--- src/rtl/core/sobb_pkg.sv ---
package sobb_pkg;

    localparam int COORD_WIDTH = 20;
    localparam int AXIS_WIDTH  = 16;
    localparam int TIME_FRAC   = 16;
    localparam int NUM_AXES    = 3;
    localparam int NUM_LANES   = 2 * NUM_AXES;
    localparam int CFG_W       = 3 * COORD_WIDTH;
    localparam int AXIS_REG_W  = 3 * AXIS_WIDTH;

    // offset from center, segment delta, products and dot products
    localparam int OFS_W  = COORD_WIDTH + 1;
    localparam int DEL_W  = COORD_WIDTH + 2;
    localparam int PROD_W = DEL_W + AXIS_WIDTH;
    localparam int SUM_W  = PROD_W + 2;
    localparam int EXT_W  = COORD_WIDTH + 1;
    localparam int NUM_W  = SUM_W + 1;
    localparam int MAG_W  = NUM_W;

    // quotient: one integer bit plus saturation value 2.0
    localparam int Q_W       = TIME_FRAC + 2;
    localparam int TIME_W    = Q_W + 1;
    localparam int DIV_STEPS = TIME_FRAC + 1;

    localparam logic [MAG_W-1:0] PAR_EPS =
        MAG_W'((64'd1 << (AXIS_WIDTH + 6)) / 64'd1000000);
    localparam logic [Q_W-1:0] TIME_SAT_Q = Q_W'(64'd2 << TIME_FRAC);
    localparam logic signed [TIME_W-1:0] TIME_ONE = TIME_W'(64'd1 << TIME_FRAC);
    localparam logic [AXIS_WIDTH-1:0] AXIS_ONE = AXIS_WIDTH'(64'd1 << (AXIS_WIDTH - 2));

    typedef enum logic [2:0] {
        CFG_CENTER   = 3'd0,
        CFG_FORWARD  = 3'd1,
        CFG_UP       = 3'd2,
        CFG_LEFT     = 3'd3,
        CFG_HALF     = 3'd4,
        CFG_EXPAND   = 3'd5
    } cfg_idx_t;

    typedef struct packed {
        logic signed [SUM_W-1:0] s;
        logic signed [SUM_W-1:0] d;
        logic [EXT_W-1:0]        ext;
    } proj_t;

    typedef struct packed {
        logic           neg;
        logic           sat;
        logic [Q_W-1:0] q;
    } quot_t;

    typedef struct packed {
        logic par;
        logic par_ok;
    } slab_flag_t;

endpackage

--- src/rtl/core/sobb_merge.sv ---
module sobb_merge (
    input  logic                          aclk,
    input  logic                          aresetn,
    input  logic                          in_valid,
    output logic                          in_ready,
    input  sobb_pkg::quot_t [5:0]         in_quot,
    input  sobb_pkg::slab_flag_t [2:0]    in_flag,
    output logic                          out_valid,
    input  logic                          out_ready,
    output logic                          out_hit
);
    import sobb_pkg::*;

    logic                     va_reg, vb_reg;
    logic                     adv_a, adv_b;
    logic signed [TIME_W-1:0] lo_reg [NUM_AXES];
    logic signed [TIME_W-1:0] hi_reg [NUM_AXES];
    slab_flag_t [2:0]         flag_reg;
    logic                     hit_reg;
    logic                     hit_next;
    logic signed [TIME_W-1:0] t_next [NUM_LANES];

    assign adv_b     = !vb_reg || out_ready;
    assign adv_a     = !va_reg || adv_b;
    assign in_ready  = adv_a;
    assign out_valid = vb_reg;
    assign out_hit   = hit_reg;

    always_ff @(posedge aclk) begin
        if (!aresetn) begin
            va_reg <= 1'b0;
            vb_reg <= 1'b0;
        end else begin
            if (adv_a) va_reg <= in_valid;
            if (adv_b) vb_reg <= va_reg;
        end
    end

    always_comb begin
        logic [Q_W-1:0] qe;
        for (int l = 0; l < NUM_LANES; l++) begin
            qe = in_quot[l].sat ? TIME_SAT_Q : in_quot[l].q;
            t_next[l] = in_quot[l].neg ? -$signed({1'b0, qe}) : $signed({1'b0, qe});
        end
    end

    always_ff @(posedge aclk) begin
        if (adv_a) begin
            flag_reg <= in_flag;
            for (int k = 0; k < NUM_AXES; k++) begin
                if (t_next[2*k] > t_next[2*k+1]) begin
                    lo_reg[k] <= t_next[2*k+1];
                    hi_reg[k] <= t_next[2*k];
                end else begin
                    lo_reg[k] <= t_next[2*k];
                    hi_reg[k] <= t_next[2*k+1];
                end
            end
        end
    end

    // narrow [0,1] over the slabs that are not parallel; a parallel slab must contain the start point
    always_comb begin
        logic signed [TIME_W-1:0] t_min;
        logic signed [TIME_W-1:0] t_max;
        logic                     ok;
        t_min = '0;
        t_max = TIME_ONE;
        ok    = 1'b1;
        for (int k = 0; k < NUM_AXES; k++) begin
            if (flag_reg[k].par) begin
                ok = ok && flag_reg[k].par_ok;
            end else begin
                if (lo_reg[k] > t_min) t_min = lo_reg[k];
                if (hi_reg[k] < t_max) t_max = hi_reg[k];
            end
        end
        hit_next = ok && (t_min <= t_max) && (t_max >= 0) && (t_min <= TIME_ONE);
    end

    always_ff @(posedge aclk) begin
        if (adv_b) hit_reg <= hit_next;
    end

endmodule

--- config.mk ---
export PLATFORM = sky130hd
export DESIGN_NAME = sobb_merge
export DESIGN_NICKNAME = d
export VERILOG_FILES = /design/src/rtl/core/sobb_pkg.sv /design/src/rtl/core/sobb_merge.sv
export SDC_FILE = /design/constraint.sdc
export NUM_CORES = 1
export LEC_CHECK = 0
export BUFFER_PORTS_ARGS = -buffer_cell sky130_fd_sc_hd__buf_2
export CAP_MARGIN = 20
export CORE_ASPECT_RATIO = 1.75
export CORE_MARGIN = 4
export CORE_UTILIZATION = 57
export DETAILED_ROUTE_END_ITERATION = 10
export GPL_TIMING_DRIVEN = 0
export PLACE_DENSITY = 0.73
export SYNTH_ARGS = -nofsm -noshare
export SYNTH_HDL_FRONTEND = slang
export SYNTH_SLANG_ARGS = --single-unit
--- constraint.sdc ---
create_clock -name aclk -period 9.36 [get_ports aclk]
set_clock_uncertainty 0.1 [all_clocks]
set_input_delay 0.936 -clock aclk [delete_from_list [all_inputs] [get_ports aclk]]
set_output_delay 0.936 -clock aclk [all_outputs]
set_load 0.03 [all_outputs]
==> summary.txt, run 1 <==
Antenna Nets Post-Route = 0
status = finished, final reports clean
CTS sink cnt = 123
GR peak layer = met2
Slew @ Worst Pin = 0.978 ns
Core Footprint = 23900 sq um
CP peak stage delay = 0.41 ns
# nets final = 2147
Final Hold Viols = 0
yosys warns = 0
vias in the first global route = 13.1k
maximum VDD drop = 0.146 mV
Avg Cell Area, Syn = 8.04 sq um
Seq/Total Area, Yosys = 26.7%
Synth area leader = edfxtp_1
Tcrit/Tclk final = 95.4%
cell area after synthesis = 13800 sq um
CP max stage cell = edfxtp_1
H-Tree Level Count = 4
GR Util All Layers = 34.8%
met1 Usage GRT = 32.2%
Min-Delay Path Depth = 1
CTS tree = built
Top FF cell, synth = edfxtp_1
Clock transition at path regs = 0.06 ns
synth cell count leaders = nor2_1, nand2_1, ha_1, a21oi_1, o21ai_0
ant diodes = 0
row cnt = 75
CTS Root Cell = clkbuf_16
Final Instance Area = 15500 sq um
initial antenna violation count = 0
vias per std cell = 6.26
vias post-DR = 13.7k
Mapped Cells = 1712
PwrDens = 210 nW/um^2
wirelength, routed = 47.9 mm
Yosys top cell area share = 26.4%
Netlist cell types = 68
Crit Path Max Fanout = 10
Worst Path Arrival = 9.10 ns
HPWL Detailed = 39.4 mm
asr flop ratio synth = 0%
Die Area = 26800 sq um
share of cells above drive strength 1 = 12.9%
first-pass GRT wire length = 71.9 mm
gp weighted congestion = 1.06
dpl cell area = 14800 sq um
met2 Usage GRT = 66.7%
flop and latch count out of synthesis = 123
die height = 214 um
Leakage = 6.66 nW
WP data required = 9.53 ns
crit end category = flip-flop
maximum root-to-sink buffer count = 2
CP dominant cell by count = ha_1
Period minus WS final = 8.93 ns
1st-iter DRT viols = 1097
# port buffers = 124
final-layout worst hold slack = 0.367 ns
Worst Hold Class = flip-flop to flip-flop
most common cell in the synthesized netlist = nor2_1
Num CTS Buffers = 17
CP Launch Type = flip-flop
kind of critical path = flip-flop to flip-flop
initial core utilization = 57.5%
ranking of synthesized cells by area = edfxtp_1, ha_1, a21oi_1
pin count of the biggest net entering global routing = 73
R2R cell count = 38
Max Cap Viol = 0
Post-route DRC = 0
EDFF count, synth = 121
Slew Limit Headroom = 34.1%
die width = 125 um
area grow syn2layout = 12.4%
fmax = 112 MHz
final setup vio count = 0
GR met3 Demand/Resource = 3.89%
io pins = 133
Final Max Tran Viols = 0
worst skew pair latency = 0.44 ns
router iterations before antenna repair = 5
total grt overflow = 0
Syn Nets = 1998
wire per inst = 22.0 um
[final timing paths]
check	start	end	slack [ns]
worst max-delay path	hi_reg[0][18]$_DFFE_PP_	out_hit$_DFFE_PP_	0.43
worst min-delay path	va_reg$_SDFFE_PN0P_	out_valid$_SDFFE_PN0P_	0.37
worst max register to register	hi_reg[0][18]$_DFFE_PP_	out_hit$_DFFE_PP_	0.43
worst min register to register	va_reg$_SDFFE_PN0P_	out_valid$_SDFFE_PN0P_	0.37
[report_power, final]
part / switching, mW / internal (mW) / leakage [nW]
registers: 0.123 / 0.771 / 1.33
logic: 1.01 / 0.654 / 5.04
clock network: 0.283 / 0.403 / 0.289
total: 1.42 / 1.83 / 6.66
[cell type report]
| type | instances | area, sq um |
|---|---|---|
| Multi-Input combinational cell | 1410 | 9430 |
| Fill cell | 2149 | 8450 |
| Sequential cell | 123 | 3670 |
| Timing Repair Buffer | 129 | 678 |
| Clock buffer | 17 | 425 |
| Tap cell | 308 | 385 |
| Inverter | 102 | 383 |
| Buffer | 78 | 327 |
| Clock inverter | 15 | 180 |
[per-layer routing]
metal | vias to the layer above | share of wire, %
li1 | 6619 | -
met1 | 6327 | 33
met2 | 540 | 53
met3 | 182 | 3.9
met4 | 0 | 9.8
met5 | - | 0
[placed cells by master, fill, tap and decap left out, types with 5 or more instances in the layout]
cell / n
a211o_1: 5
a211oi_1: 6
a21o_1: 19
a21oi_1: 150
a311oi_1: 20
a31oi_1: 14
and2_1: 6
buf_2: 134
buf_4: 7
clkbuf_1: 59
clkbuf_16: 17
edfxtp_1: 121
ha_1: 156
inv_1: 100
inv_6: 5
mux2_2: 47
mux2i_1: 56
nand2_1: 166
nand2b_1: 32
nand3_1: 46
nand4_1: 30
nor2_1: 185
nor2b_1: 44
nor3_1: 50
nor4_1: 24
o211ai_1: 15
o21a_1: 23
o21ai_0: 127
o21bai_1: 8
o221ai_1: 5
o22ai_1: 5
o311ai_0: 8
o31a_1: 5
o31ai_1: 23
or2_2: 7
or3_1: 7
xnor2_1: 44
xor2_1: 18
[cells by family (layout without fill, tap and decap cells)]
family          count (synthesis)  after routing  synth area share (%)
simple gates                  615            615                  20.8
compound gates                471            472                  21.3
buf+inv                       180            341                  5.06
fa+ha+maj                     156            156                  14.2
flops                         123            123                  26.7
mux                           104            104                  8.00
xor+xnor                       62             62                  3.94
other cells                     1              1                0.0272
[per-stage QoR]
stage	total power [mW]	TNS, ns	utilization [%]	setup slack, ns	std cells
6_report	3.25	0	64.7	0.433	2182
3_3_place_gp	2.47	-0.403	61.8	-0.403	2144
2_1_floorplan	1.96	0	-	1.60	1712
5_1_grt	3.44	-0.0230	64.7	-0.0230	2182
4_1_cts	3.20	0	64.5	0.0612	2177
3_5_place_dp	2.50	-0.527	61.9	-0.527	2145
[critical path: cells and delay by family, from the launching register on]
kind | cells | cell delay [ns]
compound gates | 15 | 3.14
fa+ha+maj | 4 | 1.29
simple gates | 14 | 2.38
buf+inv | 3 | 0.72
mux | 2 | 0.67
flops | 1 | 0.41
[repair_timing]
| item | CTS | global route |
|---|---|---|
| resized for setup | 4 | 10 |
| cloned | 0 | 1 |
| pin swaps | 0 | 3 |
| setup endpoints to repair | 1 | 1 |
| buffers inserted | 0 | 4 |
| hold buffers | 0 | 0 |
Note: power is estimated with default switching activity, not from simulation.
==> run 2: changes to the inputs <==
- SKIP_CTS_REPAIR_TIMING: default -> 1
- clock period: 9.36 -> 9.2 ns (I/O delays scaled with it)
==> run 2 against run 1 <==
Sequential share of layout area hardly changed. Worst hold slack got worse by 0.0023 ns. Core utilization grew 0.057 points. Fmax up 1.6%. Non-clock buffer count down 1. Flip-flop and latch count stayed put. Final area about the same. Cell count barely moved. Register-to-register slack got worse by 0.02 ns. Largest cell class unchanged. Largest power group unchanged.
==> summary.txt, run 2 (synthesized netlist as in run 1, its figures left out) <==
status = finished, final reports clean
Final Instance Area = 15500 sq um
die height = 214 um
Slew Limit Headroom = 33.3%
share of cells above drive strength 1 = 12.9%
CP dominant cell by count = ha_1
final-layout worst hold slack = 0.365 ns
HPWL Detailed = 39.4 mm
Pint = 1.86 mW
FILL cells = 2147
kind of critical path = flip-flop to flip-flop
worst slack, placed = -0.687 ns
Final Max Tran Viols = 0
most frequent cells in the layout = nor2_1, nand2_1, ha_1
CP peak stage delay = 0.41 ns
row cnt = 75
final setup vio count = 0
initial antenna violation count = 0
gp weighted congestion = 1.06
H-Tree Level Count = 4
placed cells = 2145
CTS sink cnt = 123
NetSw = 1.44 mW
Period minus WS final = 8.79 ns
Crit Path Max Fanout = 10
Tcrit/Tclk final = 95.5%
# nets final = 2146
pin count of the biggest net entering global routing = 73
Core Footprint = 23900 sq um
PwrDens = 213 nW/um^2
Slew @ Worst Pin = 0.991 ns
Post-route DRC = 0
area of the multi-input gates = 9450 sq um
switching part of the total = 43.7%
Non-Filler Instances = 2181
part of the power in the clock network = 21.0%
initial core utilization = 57.5%
commonest non-fill, non-tap cell in the layout = nor2_1
wire per inst = 21.9 um
dpl cell area = 14800 sq um
total grt overflow = 0
maximum VDD drop = 0.148 mV
Clock transition at path regs = 0.06 ns
Max Cap Viol = 0
WP data required = 9.37 ns
Leakage = 6.66 nW
vias post-DR = 13.7k
vias per std cell = 6.29
final core area utilization = 64.8%
die width = 125 um
GR Util All Layers = 34.8%
Worst Path Arrival = 8.96 ns
wirelength, routed = 47.8 mm
Die Area = 26800 sq um
Final Hold Viols = 0
# port buffers = 124
Worst Hold Class = flip-flop to flip-flop
CTS Root Cell = clkbuf_16
CP Launch Type = flip-flop
final setup margin = 0.410 ns
worst skew pair latency = 0.44 ns
RSZ-0062 raised after global routing = no
vias in the first global route = 13.2k
crit end category = flip-flop
Reg area = 3670 sq um
CP max stage cell = edfxtp_1
Seq pwr share = 27.6%
Comb pwr share = 51.4%
Antenna Nets Post-Route = 0
io pins = 133
maximum root-to-sink buffer count = 2
Num CTS Buffers = 17
fmax = 114 MHz
Setup TNS = 0 ns
area grow syn2layout = 12.5%
first-pass GRT wire length = 71.8 mm
CTS tree = built
router iterations before antenna repair = 8
ant diodes = 0
1st-iter DRT viols = 1099
total chip power = 3.30 mW
==> run 2: power groups by stage <==
stage               clock, mW  sequential, mW  combinational, mW
global route            0.726           0.918               1.87
CTS                     0.700           0.908               1.64
floorplan                   0           0.852               1.14
detailed placement          0           0.918               1.62
global placement            0           0.919               1.59
finish                  0.695           0.911               1.70
==> run 2: path summary, 6_finish.rpt <==
check	to	from	slack, ns	cells after the start
worst max-delay path	out_hit$_DFFE_PP_	hi_reg[0][18]$_DFFE_PP_	0.41	38
worst max register to register	out_hit$_DFFE_PP_	hi_reg[0][18]$_DFFE_PP_	0.41	38
worst min-delay path	out_valid$_SDFFE_PN0P_	va_reg$_SDFFE_PN0P_	0.36	1
worst min register to register	out_valid$_SDFFE_PN0P_	va_reg$_SDFFE_PN0P_	0.36	1
==> run 2: routing by layer <==
metal	global-route usage (%)	up-vias	share of wire (%)	wire [um]
met5	0	-	0	0
met4	29.9	0	10	4770
met3	3.89	196	4.2	2010
met2	66.7	564	53	25400
met1	32.2	6335	33	15700
li1	-	6620	-	-
==> run 2: layout make-up <==
cell class	count	share of cell area [%]
timing repair buffer	129	4.38
multi-input combinational	1410	61.0
clock buffer	17	2.75
tap	308	2.49
clock inverter	15	1.16
sequential	123	23.7
buffer	77	2.08
inverter	102	2.47
==> run 2: worst max-delay path, delay by kind of cell (launching register included) <==
kind | cells | cell delay (ns)
DFF | 1 | 0.41
muxes | 2 | 0.69
and+or+nand+nor | 14 | 2.32
AOI/OAI and AO/OA | 15 | 3.07
buffers and inverters | 3 | 0.69
adders and majority gates | 4 | 1.29
